$ cat src/design/iba_pkg.sv
// Shared types and constants for the inode bitmap allocator.
package iba_pkg;

   // Operation codes carried in the request
   typedef enum logic [2:0] {
      OP_ALLOC = 3'd0,
      OP_FREE  = 3'd1,
      OP_READ  = 3'd2,
      OP_WRITE = 3'd3,
      OP_ROOT  = 3'd4
   } opcode_type;

   // Status codes returned with every response
   typedef enum logic [2:0] {
      STAT_OK           = 3'd0,
      STAT_NONE_FREE    = 3'd1,
      STAT_OUT_OF_RANGE = 3'd2,
      STAT_ALREADY_FREE = 3'd3,
      STAT_NOT_ALLOC    = 3'd4
   } status_type;

   // Sequencer states
   typedef enum logic [1:0] {
      S_IDLE,
      S_ACCESS,
      S_SCAN,
      S_FINISH
   } fsm_state_type;

   // Entry type bytes
   localparam logic [7:0] TYPE_UNUSED = 8'd0;
   localparam logic [7:0] TYPE_FILE   = 8'd1;
   localparam logic [7:0] TYPE_DIR    = 8'd2;

   // Field widths
   localparam int unsigned OPCODE_W = 3;
   localparam int unsigned INDEX_W  = 6;
   localparam int unsigned TYPE_W   = 8;
   localparam int unsigned STATUS_W = 3;
   localparam int unsigned COUNT_W  = 7;
   localparam int unsigned DATA_W   = 24;

   // Index fields reach 64 entries at most; count register reset value
   localparam int unsigned INDEX_REACH = 64;
   localparam logic [COUNT_W-1:0] ENTRIES_RESET = 7'd64;

   // Bitmap bits examined per scan step
   localparam int unsigned CHUNK_W = 8;

endpackage

$ cat src/design/inode_bitmap_allocator_core.sv
// Top level: first-fit entry allocator with allocated bitmap and type memory.
// Free, read type, write type and root init go from access straight to finish; allocate adds
//   a bitmap scan of k = 1..ceil(min(POOL_DEPTH,64)/8) steps between them.
// The 8-bit-per-step bitmap scan sets the allocate time, and the request port is closed
//   while a request is at work, until its response is loaded.
// Reset clears the sequencer, the response valid and all allocated bits and sets the count
//   register to 64; the type memory is not cleared, since a free entry's type is never read.
module inode_bitmap_allocator_core #(
   parameter int unsigned POOL_DEPTH = 64
) (
   input  logic                         clock,
   input  logic                         reset,
   // request: [2:0] opcode, [8:3] entry_index, [16:9] type_value, [23:17] zero
   input  logic                         req_tvalid,
   output logic                         req_tready,
   input  logic [iba_pkg::DATA_W-1:0]   req_tdata,
   // response: [2:0] status, [8:3] result_index, [16:9] type_out, [23:17] zero
   output logic                         rsp_tvalid,
   input  logic                         rsp_tready,
   output logic [iba_pkg::DATA_W-1:0]   rsp_tdata,
   // entries_in_use register write
   input  logic                         csr_valid,
   output logic                         csr_ready,
   input  logic [iba_pkg::COUNT_W-1:0]  csr_data
);
   import iba_pkg::*;

   // Entries reachable through the 6-bit index
   localparam int unsigned ACTIVE_DEPTH = (POOL_DEPTH < INDEX_REACH) ? POOL_DEPTH : INDEX_REACH;
   localparam int unsigned ADDR_W       = $clog2(ACTIVE_DEPTH);
   localparam int unsigned NUM_CHUNKS   = (ACTIVE_DEPTH + CHUNK_W - 1) / CHUNK_W;
   localparam int unsigned CHUNK_CNT_W  = (NUM_CHUNKS > 1) ? $clog2(NUM_CHUNKS) : 1;
   localparam int unsigned PAD_DEPTH    = NUM_CHUNKS * CHUNK_W;
   localparam logic [COUNT_W-1:0]     ACTIVE_CNT = COUNT_W'(ACTIVE_DEPTH);
   localparam logic [CHUNK_CNT_W-1:0] LAST_CHUNK = CHUNK_CNT_W'(NUM_CHUNKS - 1);

   fsm_state_type            state_ff, state_in;
   opcode_type               op_ff;
   logic [INDEX_W-1:0]       idx_ff;
   logic [TYPE_W-1:0]        tval_ff;
   logic [CHUNK_CNT_W-1:0]   chunk_ff, chunk_in;
   status_type               status_ff, status_in;
   logic [ADDR_W-1:0]        grant_ff, grant_in;
   logic [COUNT_W-1:0]       entries_ff;
   logic [ACTIVE_DEPTH-1:0]  alloc_ff;
   logic [TYPE_W-1:0]        rd_data_ff;
   logic                     rsp_tvalid_ff;
   logic [DATA_W-1:0]        rsp_tdata_ff;
   logic [TYPE_W-1:0]        type_mem [ACTIVE_DEPTH];

   logic                     req_accept;
   logic [COUNT_W-1:0]       active_cnt;
   logic                     in_range;
   logic                     is_alloc;
   logic [PAD_DEPTH-1:0]     alloc_pad;
   logic [CHUNK_W-1:0]       chunk_bits;
   logic [COUNT_W-1:0]       chunk_base;
   logic [COUNT_W-1:0]       cand_idx;
   logic                     hit;
   logic [ADDR_W-1:0]        hit_idx;
   logic                     alloc_set;
   logic                     alloc_clr;
   logic [ADDR_W-1:0]        alloc_addr;
   logic                     mem_we;
   logic [ADDR_W-1:0]        mem_addr;
   logic [TYPE_W-1:0]        mem_wdata;
   logic                     rsp_load;
   logic [INDEX_W-1:0]       rsp_index;
   logic [TYPE_W-1:0]        rsp_type;

   assign req_tready = (state_ff == S_IDLE);
   assign req_accept = req_tvalid && req_tready;
   assign csr_ready  = 1'b1;
   assign rsp_tvalid = rsp_tvalid_ff;
   assign rsp_tdata  = rsp_tdata_ff;

   // Limit the count register to the pool
   assign active_cnt = (entries_ff > ACTIVE_CNT) ? ACTIVE_CNT : entries_ff;
   assign in_range   = ({1'b0, idx_ff} < active_cnt);
   assign is_alloc   = alloc_ff[idx_ff[ADDR_W-1:0]];

   // Pad the bitmap to whole chunks; padding reads as allocated
   for (genvar gi = 0; gi < PAD_DEPTH; gi++) begin : g_pad
      if (gi < ACTIVE_DEPTH) begin : g_bit
         assign alloc_pad[gi] = alloc_ff[gi];
      end else begin : g_fill
         assign alloc_pad[gi] = 1'b1;
      end
   end

   assign chunk_base = COUNT_W'(chunk_ff) << $clog2(CHUNK_W);
   assign chunk_bits = alloc_pad[chunk_base[$clog2(PAD_DEPTH)-1:0] +: CHUNK_W];

   // Priority encode the current chunk: lowest free entry below the active count
   always_comb begin
      hit      = 1'b0;
      hit_idx  = '0;
      cand_idx = '0;
      for (int k = 0; k < CHUNK_W; k++) begin
         cand_idx = chunk_base + COUNT_W'(k);
         if (!hit && !chunk_bits[k] && (cand_idx < active_cnt)) begin
            hit     = 1'b1;
            hit_idx = ADDR_W'(cand_idx);
         end
      end
   end

   // Hold state register
   always_ff @(posedge clock) begin
      if (reset) begin
         state_ff <= S_IDLE;
      end else begin
         state_ff <= state_in;
      end
   end

   // Sequence one request: access, scan for allocate, then load the response
   always_comb begin
      state_in   = state_ff;
      chunk_in   = chunk_ff;
      status_in  = status_ff;
      grant_in   = grant_ff;
      alloc_set  = 1'b0;
      alloc_clr  = 1'b0;
      alloc_addr = idx_ff[ADDR_W-1:0];
      mem_we     = 1'b0;
      mem_addr   = idx_ff[ADDR_W-1:0];
      mem_wdata  = tval_ff;
      rsp_load   = 1'b0;
      unique case (state_ff)
         S_IDLE: begin
            if (req_accept) begin
               state_in = S_ACCESS;
            end
         end
         S_ACCESS: begin
            state_in  = S_FINISH;
            status_in = STAT_OK;
            grant_in  = '0;
            chunk_in  = '0;
            unique case (op_ff)
               OP_ALLOC: begin
                  state_in = S_SCAN;
               end
               OP_FREE, OP_READ, OP_WRITE: begin
                  if (!in_range) begin
                     status_in = STAT_OUT_OF_RANGE;
                  end else if (!is_alloc) begin
                     status_in = (op_ff == OP_FREE) ? STAT_ALREADY_FREE : STAT_NOT_ALLOC;
                  end else if (op_ff == OP_FREE) begin
                     alloc_clr = 1'b1;
                     mem_we    = 1'b1;
                     mem_wdata = TYPE_UNUSED;
                  end else if (op_ff == OP_WRITE) begin
                     mem_we = 1'b1;
                  end
               end
               OP_ROOT: begin
                  alloc_addr = '0;
                  mem_addr   = '0;
                  mem_wdata  = TYPE_DIR;
                  if (active_cnt == '0) begin
                     status_in = STAT_OUT_OF_RANGE;
                  end else if (!alloc_ff[0]) begin
                     alloc_set = 1'b1;
                     mem_we    = 1'b1;
                  end
               end
               default: begin
                  status_in = STAT_OUT_OF_RANGE;
               end
            endcase
         end
         S_SCAN: begin
            alloc_addr = hit_idx;
            mem_addr   = hit_idx;
            mem_wdata  = TYPE_FILE;
            if (hit) begin
               alloc_set = 1'b1;
               mem_we    = 1'b1;
               grant_in  = hit_idx;
               status_in = STAT_OK;
               state_in  = S_FINISH;
            end else if (chunk_ff == LAST_CHUNK) begin
               status_in = STAT_NONE_FREE;
               state_in  = S_FINISH;
            end else begin
               chunk_in = chunk_ff + 1'b1;
            end
         end
         S_FINISH: begin
            if (!rsp_tvalid_ff || rsp_tready) begin
               rsp_load = 1'b1;
               state_in = S_IDLE;
            end
         end
         default: begin
            state_in = S_IDLE;
         end
      endcase
   end

   // Capture the request fields and working registers
   always_ff @(posedge clock) begin
      if (req_accept) begin
         op_ff   <= opcode_type'(req_tdata[OPCODE_W-1:0]);
         idx_ff  <= req_tdata[OPCODE_W +: INDEX_W];
         tval_ff <= req_tdata[OPCODE_W+INDEX_W +: TYPE_W];
      end
      chunk_ff  <= chunk_in;
      status_ff <= status_in;
      grant_ff  <= grant_in;
   end

   // Write the count register
   always_ff @(posedge clock) begin
      if (reset) begin
         entries_ff <= ENTRIES_RESET;
      end else if (csr_valid && csr_ready) begin
         entries_ff <= csr_data;
      end
   end

   // Set and clear allocated bits
   always_ff @(posedge clock) begin
      if (reset) begin
         alloc_ff <= '0;
      end else if (alloc_set) begin
         alloc_ff[alloc_addr] <= 1'b1;
      end else if (alloc_clr) begin
         alloc_ff[alloc_addr] <= 1'b0;
      end
   end

   // Type memory: one write port, registered read at the request index
   always_ff @(posedge clock) begin
      if (mem_we) begin
         type_mem[mem_addr] <= mem_wdata;
      end
      rd_data_ff <= type_mem[idx_ff[ADDR_W-1:0]];
   end

   // Build response fields; zero them on failure
   assign rsp_index = (op_ff == OP_ALLOC && status_ff == STAT_OK) ? INDEX_W'(grant_ff) : '0;
   assign rsp_type  = (op_ff == OP_READ && status_ff == STAT_OK) ? rd_data_ff : '0;

   // Hold the response until taken
   always_ff @(posedge clock) begin
      if (reset) begin
         rsp_tvalid_ff <= 1'b0;
      end else if (rsp_load) begin
         rsp_tvalid_ff <= 1'b1;
      end else if (rsp_tready) begin
         rsp_tvalid_ff <= 1'b0;
      end
   end

   always_ff @(posedge clock) begin
      if (rsp_load) begin
         rsp_tdata_ff <= {{(DATA_W - STATUS_W - INDEX_W - TYPE_W){1'b0}},
                          rsp_type, rsp_index, status_ff};
      end
   end

`ifndef NO_ASSERTIONS
   // A granted entry is marked allocated by the time its response is built
   assert property (@(posedge clock) disable iff (reset)
      (state_ff == S_FINISH && op_ff == OP_ALLOC && status_ff == STAT_OK)
         |-> alloc_ff[grant_ff])
      else $error("granted entry not marked allocated");

   // A response appears only out of the finish step
   assert property (@(posedge clock) disable iff (reset)
      $rose(rsp_tvalid_ff) |-> $past(state_ff) == S_FINISH)
      else $error("response loaded outside finish step");

   // An accepted request closes the request port on the next cycle
   assert property (@(posedge clock) disable iff (reset)
      req_accept |=> !req_tready)
      else $error("request port open while a request is at work");

   // A failed answer never carries an index
   assert property (@(posedge clock) disable iff (reset)
      (rsp_tvalid_ff && rsp_tdata_ff[STATUS_W-1:0] != STAT_OK)
         |-> rsp_tdata_ff[STATUS_W +: INDEX_W] == '0)
      else $error("failed response carries an index");
`endif

endmodule

$ cat config.mk
export PLATFORM = sky130hd
export DESIGN_NAME = inode_bitmap_allocator_core
export DESIGN_NICKNAME = d
export VERILOG_FILES = /design/src/design/iba_pkg.sv /design/src/design/inode_bitmap_allocator_core.sv
export SDC_FILE = /design/constraint.sdc
export NUM_CORES = 1
export LEC_CHECK = 0
export BUFFER_PORTS_ARGS = -buffer_cell sky130_fd_sc_hd__buf_2
export CAP_MARGIN = 0
export CORE_MARGIN = 3
export CORE_UTILIZATION = 45
export DETAILED_ROUTE_END_ITERATION = 7
export PLACE_DENSITY = 0.64
export RECOVER_POWER = 100
export SETUP_SLACK_MARGIN = 0.2
export SLEW_MARGIN = 20
export SYNTH_ARGS = -nofsm -noshare
export SYNTH_HDL_FRONTEND = slang
export SYNTH_SLANG_ARGS = --single-unit
$ cat constraint.sdc
create_clock -name clock -period 6.77 [get_ports clock]
set_input_delay 1.354 -clock clock [delete_from_list [all_inputs] [get_ports clock]]
set_output_delay 1.354 -clock clock [all_outputs]
set_load 0.01 [all_outputs]
==> After elaboration in Yosys (flattened, before gate mapping) <==
Memory sizes are Yosys's and may differ from the RTL's. A register that Yosys moved wholly into a read port is not among the register bits.
Index checks and enable logic that the tools add are counted.
{ "op_classes": {"addsub": 8, "n_lt_le_gt_ge": 13, "n_eq_ne": 14, "shift": 1, "mux": 71, "n_bitwise": 3, "reduce_logical": 48} }
{ "ops": {"columns": ["cell", "n"], "rows": [
  ["two-way mux 64 bit", 2],
  ["AND 64 bit", 1],
  ["inverter 64 bit", 1],
  ["bitwise OR 64 bit", 1],
  ["variable part select 64 x 7 -> 8 bit", 1],
  ["two-way mux 6 bit", 10],
  ["< comparator 7 bit", 7],
  ["one-hot mux 8 bit (2 select lines)", 2],
  ["two-way mux 1 bit", 30],
  ["adder 6 x 3 -> 7 bit (second input constant)", 4],
  ["two-way mux 8 bit", 3],
  ["one-hot mux 6 bit (2 select lines)", 2],
  ["two-way mux 3 bit", 7],
  ["logical AND 1 bit", 19],
  ["zero test 1 bit", 16],
  ["adder 6 x 2 -> 7 bit (second input constant)", 2],
  ["< comparator 6 x 7 -> 1 bit", 2],
  ["< comparator 6 x 7 -> 1 bit (second input constant)", 2],
  ["one-hot mux 3 bit (2 select lines)", 2],
  ["two-way mux 2 bit", 5],
  ["one-hot mux 3 bit (3 select lines)", 1],
  ["!= test 2 bit (second input constant)", 4],
  ["one-hot mux 2 bit (4 select lines)", 1],
  ["adder 6 x 1 -> 7 bit (second input constant)", 1],
  ["22 further kinds", 32]
]} }
{ "word_totals": {"register_bits": 120, "ramBits": 512, "input_bits": 36, "word_cells": 172, "n_memories": 1} }
{ "memory_table": {"columns": ["memory", "depth", "word_bits", "read_ports", "rd_clocked_by_memory_dff", "write_ports", "line", "text"], "rows": [
  ["type_mem", 64, 8, 1, 1, 1, "inode_bitmap_allocator_core.sv:49", "logic [TYPE_W-1:0] type_mem [ACTIVE_DEPTH];"]
]} }

==> Longest topological paths before layout <==
Gate-level depths: netlist of run 1.
{ "logic_depth": {"word_depth": 42, "mapped_depth": 15} }

==> Worst setup path before layout of run 1 <==
Ideal clock, no wire load.
{ "synth_timing": {"path_kind": "register to register", "startpoint": "reg idx_ff[0]", "endpoint": "mem type_mem[0][1] (data pin)", "arrival_time_ns": 3.765, "path_slack_ns": 2.417, "stages_incl_launch_ff": 11, "cell_sequence": "edfxtp_1 -> buf_2 -> mux4_2 -> a22oi_1 -> a21oi_1 -> nor3_1 -> a21oi_1 -> and2_1 -> inv_1 -> o21ai_0 -> a31oi_1"} }
{ "synth_between": {"elab_chain_cells": 6} }
{ "synth_rtl": {"columns": ["element", "line", "text"], "rows": [
  ["from (decl)", "inode_bitmap_allocator_core.sv:39", "logic [INDEX_W-1:0] idx_ff;"],
  ["from (signal assigned)", "inode_bitmap_allocator_core.sv:207", "idx_ff <= req_tdata[OPCODE_W +: INDEX_W];"],
  ["binary-select mux 1 bit (select 6 bit)", "inode_bitmap_allocator_core.sv:80", "assign is_alloc = alloc_ff[idx_ff[ADDR_W-1:0]];"],
  ["two-way mux 1 bit (not written as such)", "inode_bitmap_allocator_core.sv:80", null],
  ["two-way mux 8 bit", "inode_bitmap_allocator_core.sv:148", "end else if (!is_alloc) begin"],
  ["two-way mux 8 bit *", "inode_bitmap_allocator_core.sv:146", "if (!in_range) begin"],
  ["one-hot mux 8 bit (2 select lines) *", "inode_bitmap_allocator_core.sv:141", "unique case (op_ff)"],
  ["one-hot mux 8 bit (2 select lines) *", "inode_bitmap_allocator_core.sv:130", "unique case (state_ff)"],
  ["net mem_wdata[1]", "inode_bitmap_allocator_core.sv:66", "logic [TYPE_W-1:0] mem_wdata;"],
  ["to (decl)", "inode_bitmap_allocator_core.sv:49", null]
]} }
Mark *: on every way through the listed nets, which the timed path passes. The rest lies on a longest branch. The select of a mux whose other input is x is not followed.

==> Worst setup path after layout of run 1 <==
{ "layout_timing": {"startpoint": "reg idx_ff[0]", "endpoint": "mem type_mem[60][0], enable pin"} }
{ "layout_between": {"elab_chain_cells": 8} }
{ "layout_rtl": {"columns": ["element", "line", "text"], "rows": [
  ["binary-select mux 1 bit (select 6 bit)", "inode_bitmap_allocator_core.sv:80", null],
  ["two-way mux 1 bit (not written as such)", "inode_bitmap_allocator_core.sv:80", null],
  ["two-way mux 1 bit", "inode_bitmap_allocator_core.sv:148", null],
  ["two-way mux 1 bit", "inode_bitmap_allocator_core.sv:146", null],
  ["one-hot mux 1 bit (2 select lines)", "inode_bitmap_allocator_core.sv:141", null],
  ["one-hot mux 1 bit (2 select lines)", "inode_bitmap_allocator_core.sv:130", null],
  ["two-way mux 1 bit", "inode_bitmap_allocator_core.sv:237", "if (mem_we) begin"],
  ["two-way mux 1 bit (not written as such)", "inode_bitmap_allocator_core.sv:238", "type_mem[mem_addr] <= mem_wdata;"]
]} }
Parallel ways exist; a longest one is shown, timed or not. The select of a mux whose other input is x is not followed.

==> flow_metrics.tcl, run 1 <==
set metrics [dict create \
    status "finished with violations" \
    violations "max-capacitance violations, max-slew violations" \
    cts_root_buf "clkbuf_16" \
    synth_cells 1463 \
    period_needed_ns 5.754 \
    clock_sinks 640 \
    cts_resized 0 \
    viasPerCell 5.912 \
    num_vias 13787 \
    setup-violations-final 0 \
    clk_path_buf_depth 3 \
    grt_pass1_wl_um 90830 \
    cpLargestDelayFamily "buffers and inverters" \
    core_area_mm2 0.05781 \
    synth.most_common_cell "edfxtp_1" \
    wl_um 61110 \
    die_area_mm2 0.06154 \
    drt_pass1_iterations 5 \
    ys_types 64 \
    synthFlopType "edfxtp_1" \
    max-vdd-ir-drop_uv 304.6 \
    ff2ff_path_depth 10 \
    dr_wl_met3_um 3982 \
    post_cts_buffers 0 \
    cp_slowest_stage_delay_ns 1.64 \
    syn_area_mm2 0.02637 \
    rsz0062_at_grt "no" \
    worstHoldPathType "reg2reg" \
    htree_levels 3 \
    worst_pin_slew_ns 3.395 \
    drive_above_1_share_pct 23.55 \
    power_density_mw_per_mm2 389.1 \
    power.total_uw 11420 \
    synth_edf_count 558 \
    ys_top_cells_by_count "558 x edfxtp_1, 192 x mux4_2, 93 x nor2_1, 82 x dfxtp_1, 75 x a21oi_1" \
    synth-seq-cells 640 \
    final_nets 1573 \
    areaGrowthSynthToFinish_pct 11.29 \
    grt_overflow 0 \
    hold_violations 0 \
    synthArstFlopShare_pct 0 \
    fmax_mhz 173.8 \
    yosysSeqAreaShare_pct 69.77 \
    hold_path_depth 0 \
    cp_data_required_time_ns 6.99 \
    synth.top_cell.area_share_pct 63.54 \
    holdBufCountCts 0 \
    antenna_found_initial 1 \
    power.leakage_uw 0.009225 \
    drc_errors 0 \
    hold_slack_ns 0.4535 \
    io-pin-count 63 \
    clkLatencyLatePin_ns 0.60 \
    drt-wirelength-per-cell_um 26.21 \
    layout.area.seq_mm2 0.01840 \
    synth_warnings 0 \
    track_usage_pct 20.36 \
    crit_cells 10 \
    cts_buffers 66 \
    fin_setup_tns_ns 0 \
    synth.area.top_cells "edfxtp_1 64%, mux4_2 16%, dfxtp_1 6.2%" \
    start_kind "flop" \
    fillers 4683 \
    grt_max_degree 133 \
    met1_length_um 25370 \
    wl_met2_um 30240 \
    crit_slowest_cell "clkbuf_4" \
    die_x_um 248.1 \
    diodes 0 \
    maxSlewHeadroom_pct -126.4 \
    final_util_pct 50.77 \
    drv_cap 4 \
    slew_violations 242 \
    clk_pin_slew_worst_paths_ns 0.06 \
    worst-path-buf-inv 1 \
    skew_ns 0.02379 \
    path_max_fanout 103 \
    syn_area_per_cell_um2 18.02 \
    top_layer "met4" \
    end_kind "flop" \
    path_class "reg2reg" \
    path_cells "clkbuf_4 -> mux4_2 -> a22oi_1 -> a21oi_1 -> nor2_1 -> a21oi_1 -> and2_0 -> a41o_2 -> nand3_1 -> nor2_1" \
    multi_input_area_mm2 0.007535 \
    start_util_pct 45.62 \
    yosysTopAreaCell "edfxtp_1" \
    ant_nets 0 \
    place.gp.congestion 0.8264 \
    core.rowCount 88 \
    fp.dieH_um 248.1 \
    cts_tree "done" \
    port_buffers 47 \
    grt_pass1_vias 13926 \
    initialDrtViolationCount 1541 \
    crit_arrival_ns 5.97 \
    fin_crit_sh_pct 84.99 \
    dpl.hpwl_um 38100 \
]
## cells by family after synthesis
group                    share of synthesized area [%]
flip-flops                                       69.77
AND/OR/NAND/NOR                                  5.713
multiplexers                                     17.47
AO/OA/AOI/OAI                                    4.474
buffers and inverters                            1.831
adder cells (fa/ha/maj)                         0.7117
other                                          0.02848
## report_power, final
part           switching, µW  total (µW)  internal (µW)
registers               95.6        5220           5130
logic                   1940        2770            826
clock network           1450        3430           1980
total                   3490       11400           7930
## routing by layer
layer  vias up  track usage, %
met5         -               0
met4         0           5.750
met3        99           4.263
met2       480           32.95
met1      7207           28.27
li1       6001               -
## sequential cells by signal, summed over array words and instances (netlist names), named ones only
signal / cells
status_ff: 3
op_ff: 3
rsp_tdata: 17
rd_data_ff: 8
chunk_ff: 3
type_mem: 512
rsp_tvalid: 1
tval_ff: 8
state_ff: 2
grant_ff: 6
idx_ff: 6
entries_ff: 7
## final cells by class
class	instances	share of cell area [%]
clock buffer	89	6.135
multi-input combinational	728	25.67
sequential	640	62.69
timing repair buffer	73	1.347
inverter	13	0.1663
clock inverter	24	0.7290
tap	765	3.261
## per-stage QoR
step | cells | setup WS [ns] | cell area (µm²)
2_1_floorplan | 1469 | 2.417 | 26390
4_1_cts | 2332 | 1.309 | 29420
3_5_place_dp | 2219 | 1.332 | 27400
5_1_grt | 2332 | 0.5249 | 29350
3_3_place_gp | 2219 | 1.434 | 27400
6_report | 2332 | 1.016 | 29350
## path summary, 6_finish.rpt
path / to / slack [ns] / from
setup / recovery: type_mem[60][0]$_DFFE_PP_ / 1.02 / idx_ff[0]$_DFFE_PP_
hold reg to reg: rsp_tdata[0]$_DFFE_PP_ / 0.45 / status_ff[0]$_DFFE_PP_
setup reg to reg: type_mem[60][0]$_DFFE_PP_ / 1.02 / idx_ff[0]$_DFFE_PP_
hold / removal: rsp_tdata[0]$_DFFE_PP_ / 0.45 / status_ff[0]$_DFFE_PP_
## cells in the final DEF (no fill, tap or decap), drive strengths merged, types with 3 or more instances in the layout
cell type  synthesis  routed
edfxtp           558     558
nand2b            17      17
a32o               3       3
o211ai             3       3
nor2              93      93
a22oi             16      16
and3               7       7
nor2b             11      11
or3               10      10
conb               2       8
mux2i             25      25
mux4             192     192
o21bai             4       4
a21oi             75      75
bufinv             0       3
nand3             27      27
inv               12      12
mux2               3       3
clkbuf            49     118
buf               39      44
ha                15      15
o21ai             67      67
dfxtp             82      82
a31oi              3       3
nand2             26      26
clkinv             1      21
a21o               6       6
or2               43      43
nor3               6       6
and2              28      28
Note: power is estimated with default switching activity, not from simulation.
==> run 2: changes to the inputs <==
Clock period 6.77 ns to 5.8 ns, I/O delays scaled along.
==> run 2 against run 1 <==
The run still ends with max-capacitance violations, max-slew violations left. Core utilization up 0.41 points. Critical path type unchanged. Routed wire length up 1.6%. Clock power up 17%. Worst setup slack worse by 0.33 ns. Via count up 2.5%. Non-clock buffer count up 67. Final area up 0.81%. Clock skew up 0.0047 ns. Highest routed layer unchanged.
==> flow_metrics.tcl, run 2 (synthesized netlist as in run 1, its figures left out) <==
set metrics [dict create \
    r2r_setup_slack_ns 0.69 \
    most-common-layout-cells "558 x edfxtp_1, 192 x mux4_2, 102 x clkbuf_1" \
    grt_pass1_vias 14145 \
    setup-violations-final 0 \
    maxSlewHeadroom_pct -83.57 \
    drc_errors 0 \
    final_common_cell "edfxtp_1" \
    clock_sinks 640 \
    die_x_um 248.1 \
    track_usage_pct 20.48 \
    drv_cap 9 \
    fillers 4724 \
    areaGrowthSynthToFinish_pct 12.19 \
    skew_ns 0.02853 \
    hold_violations 0 \
    cp_data_required_time_ns 6.03 \
    cts_resized 0 \
    ant_nets 0 \
    period_needed_ns 5.114 \
    ff2ff_path_depth 14 \
    antenna_found_initial 2 \
    fp.dieH_um 248.1 \
    clkLatencyLatePin_ns 0.60 \
    start_util_pct 45.62 \
    top_register "type_mem" \
    largest_reg_flops 512 \
    initialDrtViolationCount 1624 \
    crit_path_start "entries_ff[6]$_SDFFE_PP1P_" \
    cp-endpoint "type_mem[59][0]$_DFFE_PP_" \
    fmax_mhz 195.5 \
    worstHoldPathType "reg2reg" \
    cts_tree "done" \
    post_cts_buffers 0 \
    grt_pass1_wl_um 92060 \
    wl_um 62110 \
    htree_levels 3 \
    holdBufCountCts 0 \
    end_kind "flop" \
    place.gp.congestion 0.8680 \
    path_class "reg2reg" \
    power_density_mw_per_mm2 451.8 \
    rsz0062_at_grt "no" \
    core.rowCount 88 \
    die_area_mm2 0.06154 \
    clk_pin_slew_worst_paths_ns 0.06 \
    fin_crit_sh_pct 88.18 \
    core_area_mm2 0.05781 \
    reg2reg_to "type_mem[59][0]$_DFFE_PP_" \
    grt_overflow 0 \
    start_kind "flop" \
    drt_pass1_iterations 6 \
    final_nets 1640 \
    dpl.hpwl_um 39410 \
    drive_above_1_share_pct 22.11 \
    rr_startpoint "entries_ff[6]$_SDFFE_PP1P_" \
    worst_pin_slew_ns 2.754 \
    num_vias 14134 \
    drt-wirelength-per-cell_um 25.89 \
    clk_path_buf_depth 3 \
    io-pin-count 63 \
    cts_buffers 66 \
    power.leakage_uw 0.009299 \
    status "finished with violations" \
    slew_violations 350 \
    viasPerCell 5.892 \
    crit_arrival_ns 5.34 \
    port_buffers 47 \
    grt_max_degree 65 \
    violations "max-capacitance violations, max-slew violations" \
    fin_setup_tns_ns 0 \
    power.total_uw 13370 \
    max-vdd-ir-drop_uv 323.5 \
    path_max_fanout 11 \
    cts_root_buf "clkbuf_16" \
]
## run 2: cell count changes in the layout (fill, tap and decap cells not counted), moves of 3 or more
cell,delta
and2_2,-6
clkbuf_1,+61
buf_4,+5
clkinv_1,+6
inv_6,+3
and2_0,+8
## run 2: area by class of cell
class                      instances  area, µm²  area share (%)
sequential                       640      18400           62.18
multi-input combinational        728       7525           25.43
clock buffer                      82       1743           5.891
tap                              765      957.2           3.235
timing repair buffer             140      643.1           2.174
clock inverter                    30      269.0          0.9092
inverter                          13      48.80          0.1649
antenna                            1      2.502        0.008458
## run 2: metrics by stage
| step | std cells | cell area [µm²] | util (%) | setup slack, ns | hold WS [ns] |
|---|---|---|---|---|---|
| finish | 2399 | 29590 | 51.18 | 0.6856 | 0.4495 |
| global route | 2398 | 29580 | 51.18 | 0.3479 | 0.4869 |
| CTS | 2398 | 29890 | 51.71 | 1.022 | 0.4498 |
| detailed placement | 2286 | 27880 | 48.23 | 1.060 | 0.4322 |
| global placement | 2286 | 27880 | 48.23 | 1.098 | 0.4309 |
| floorplan | 1469 | 26390 | - | 1.447 | 0.4169 |
## run 2: how the worst min path moves through the flow
stage,from,endpoint,slack (ns),cells past startpoint
floorplan,status_ff[2]$_SDFFCE_PP0P_,rsp_tdata[2]$_DFFE_PP_,0.42,0
CTS,status_ff[2]$_SDFFCE_PP0P_,rsp_tdata[2]$_DFFE_PP_,0.45,0
global route,status_ff[0]$_DFFE_PP_,rsp_tdata[0]$_DFFE_PP_,0.49,0
detailed placement,status_ff[2]$_SDFFCE_PP0P_,rsp_tdata[2]$_DFFE_PP_,0.43,0
global placement,status_ff[0]$_DFFE_PP_,rsp_tdata[0]$_DFFE_PP_,0.43,0
finish,status_ff[2]$_SDFFCE_PP0P_,rsp_tdata[2]$_DFFE_PP_,0.45,0
## run 2: worst max-delay path, stage by stage, from the launching register on
cell	delay, ns
dfxtp_1	0.39
clkinv_1	0.26
nand2_1	0.16
ha_1	0.27
o21bai_1	0.18
a21oi_1	0.15
or4b_1	0.62
and4bb_4	0.26
a31oi_1	0.42
o21bai_1	0.19
buf_4	0.21
a41o_1	0.34
nand3_1	0.51
nor2_1	0.32
clkbuf_1	0.44
## run 2: layer usage
| layer | track usage (%) | vias up | part of all wire (%) |
|---|---|---|---|
| met2 | 33.49 | 498 | 50 |
| met4 | 5.578 | 0 | 2.4 |
| met1 | 28.38 | 7405 | 41 |
| met5 | 0 | - | 0 |
| met3 | 4.037 | 86 | 6.6 |
| li1 | - | 6145 | - |
## run 2: power breakdown
group	total, µW	switching (µW)	internal, µW
sequential	6130	113	6010
clock	4030	1680	2350
combinational	3210	2260	948
total	13400	4060	9310
==> run 3: changes to the inputs <==
Settings changed: REMOVE_ABC_BUFFERS set to 1.
==> run 3 against run 2 <==
The flow still finishes with violations (max-capacitance violations, max-slew violations). Highest routed layer unchanged. Via count fell by 0.35%. Non-clock buffer count down 1. Routed wire length shrank 1.2%. Clock-buffer cell count is 5 lower. Sequential cell count unchanged. Sequential share of layout area up 0.050 points. Final area about the same. Critical path type unchanged.
==> flow_metrics.tcl, run 3 (synthesized netlist as in run 1, its figures left out) <==
set metrics [dict create \
    status "finished with violations" \
    violations "max-capacitance violations, max-slew violations" \
    core.rowCount 88 \
    worst-path-buf-inv 2 \
    stdcell_area_mm2 0.02956 \
    antenna_found_initial 1 \
    fin_ws_ns 0.6778 \
    port_buffers 47 \
    maxSlewHeadroom_pct -125.1 \
    drc_errors 0 \
    grt_overflow 0 \
    hold_violations 0 \
    power.leakage_uw 0.009279 \
    ant_nets 0 \
    top_register "type_mem" \
    die_x_um 248.1 \
    reg2reg_to "type_mem[9][2]$_DFFE_PP_" \
    hold_path_depth 0 \
    cp_slowest_stage_delay_ns 0.72 \
    end_kind "flop" \
    num_vias 14085 \
    r2r_setup_slack_ns 0.68 \
    drt-wirelength-per-cell_um 25.54 \
    areaGrowthSynthToFinish_pct 12.10 \
    rsz0062_at_grt "no" \
    cp_common_cell "clkbuf_1" \
    final_common_cell "edfxtp_1" \
    initialDrtViolationCount 1421 \
    fmax_mhz 195.2 \
    post_cts_buffers 0 \
    path_cells "clkbuf_1 -> nor2b_1 -> a22oi_1 -> or4b_1 -> and4bb_1 -> a31oi_1 -> a22o_1 -> nand3_1 -> nor2_1 -> clkbuf_1" \
    grt_max_degree 75 \
    final_nets 1639 \
    fin_crit_sh_pct 88.31 \
    io-pin-count 63 \
    setup-violations-final 0 \
    worstHoldPathType "reg2reg" \
    wl_um 61350 \
    period_needed_ns 5.122 \
    drv_cap 2 \
    drt_pass1_iterations 5 \
    grt_pass1_vias 13952 \
    rr_startpoint "chunk_ff[1]$_SDFFCE_PN0P_" \
    place.gp.congestion 0.8582 \
    cts_root_buf "clkbuf_16" \
    holdBufCountCts 0 \
    start_kind "flop" \
    worst_pin_slew_ns 3.377 \
    cpLargestDelayFamily "simple AND/OR/NAND/NOR gates" \
    cts_tree "done" \
    core_area_mm2 0.05781 \
    drive_above_1_share_pct 22.60 \
    clock_sinks 640 \
    diodes 0 \
    largest_reg_flops 512 \
    cp_data_required_time_ns 6.04 \
    cts_resized 0 \
    start_util_pct 45.62 \
    power_density_mw_per_mm2 450.4 \
    clk_path_buf_depth 3 \
    ff2ff_path_depth 10 \
    htree_levels 3 \
    slew_violations 203 \
    cts_buffers 66 \
    die_area_mm2 0.06154 \
    path_class "reg2reg" \
    path_max_fanout 12 \
    whs_endpoint "rsp_tdata[2]$_DFFE_PP_" \
    skew_ns 0.03245 \
    clk_pin_slew_worst_paths_ns 0.06 \
    dpl.hpwl_um 36710 \
    track_usage_pct 20.26 \
    clkLatencyLatePin_ns 0.61 \
    max-vdd-ir-drop_uv 649.2 \
    crit_slowest_cell "edfxtp_1" \
    fp.dieH_um 248.1 \
    min_from "status_ff[2]$_SDFFCE_PP0P_" \
    placed_area_mm2 0.02788 \
    dp_slack_ns 1.052 \
    most-common-layout-cells "558 x edfxtp_1, 192 x mux4_2, 97 x clkbuf_1" \
    grt_pass1_wl_um 90920 \
    crit_arrival_ns 5.36 \
    viasPerCell 5.864 \
]
## run 3: changes by cell type in the layout (fill, tap and decap cells not counted), moves of 2 or more
cell,before,now
clkinv_1,15,20
bufinv_16,5,1
and2_0,19,16
clkinvlp_4,0,5
clkbuf_1,102,97
and2_1,9,6
clkbuf_2,4,9
buf_4,21,13
and2_2,0,6
clkinv_8,0,2
## run 3: cell type report
type | count | area [µm²]
fill | 4658 | 28240
clock buffer | 77 | 1735
multi-input combinational | 728 | 7527
timing repair buffer | 139 | 633.1
tap | 765 | 957.2
inverter | 13 | 48.80
clock inverter | 40 | 262.8
sequential | 640 | 18400
## run 3: report_power, final
part / internal, µW / switching, µW / leakage (µW) / total [µW]
clock network: 2200 / 1730 / 0.000965 / 3930
registers: 6030 / 137 / 0.00574 / 6170
logic: 951 / 2260 / 0.00257 / 3210
## run 3: worst max path at each step
stage	start	to	slack, ns	cells after the start
after floorplan	idx_ff[0]$_DFFE_PP_	type_mem[0][1]$_DFFE_PP_	-3.81	9
after global placement	chunk_ff[0]$_SDFFCE_PN0P_	type_mem[44][2]$_DFFE_PP_	1.10	10
after detailed placement	chunk_ff[0]$_SDFFCE_PN0P_	type_mem[44][2]$_DFFE_PP_	1.05	10
after CTS	chunk_ff[0]$_SDFFCE_PN0P_	type_mem[44][3]$_DFFE_PP_	1.03	10
after global routing	chunk_ff[1]$_SDFFCE_PN0P_	type_mem[9][2]$_DFFE_PP_	0.43	10
final	chunk_ff[1]$_SDFFCE_PN0P_	type_mem[9][2]$_DFFE_PP_	0.68	10
## run 3: through the flow
stage	util (%)	hold slack [ns]	total power [µW]	TNS (ns)	instances
global placement	48.23	0.4289	9388	0	2285
floorplan	-	0.4169	8178	-2813.47	1381
detailed placement	48.23	0.4338	9481	0	2285
finish	51.14	0.4625	13310	0	2402
global route	51.14	0.4762	13840	0	2402
CTS	51.69	0.4587	13410	0	2402
## run 3: layer usage
layer	GRT usage [%]	vias up	wire (µm)
met1	29.19	7254	26160
met5	0	-	0
met2	31.41	577	28930
met4	7.329	0	1775
li1	-	6137	-
met3	3.488	117	4488
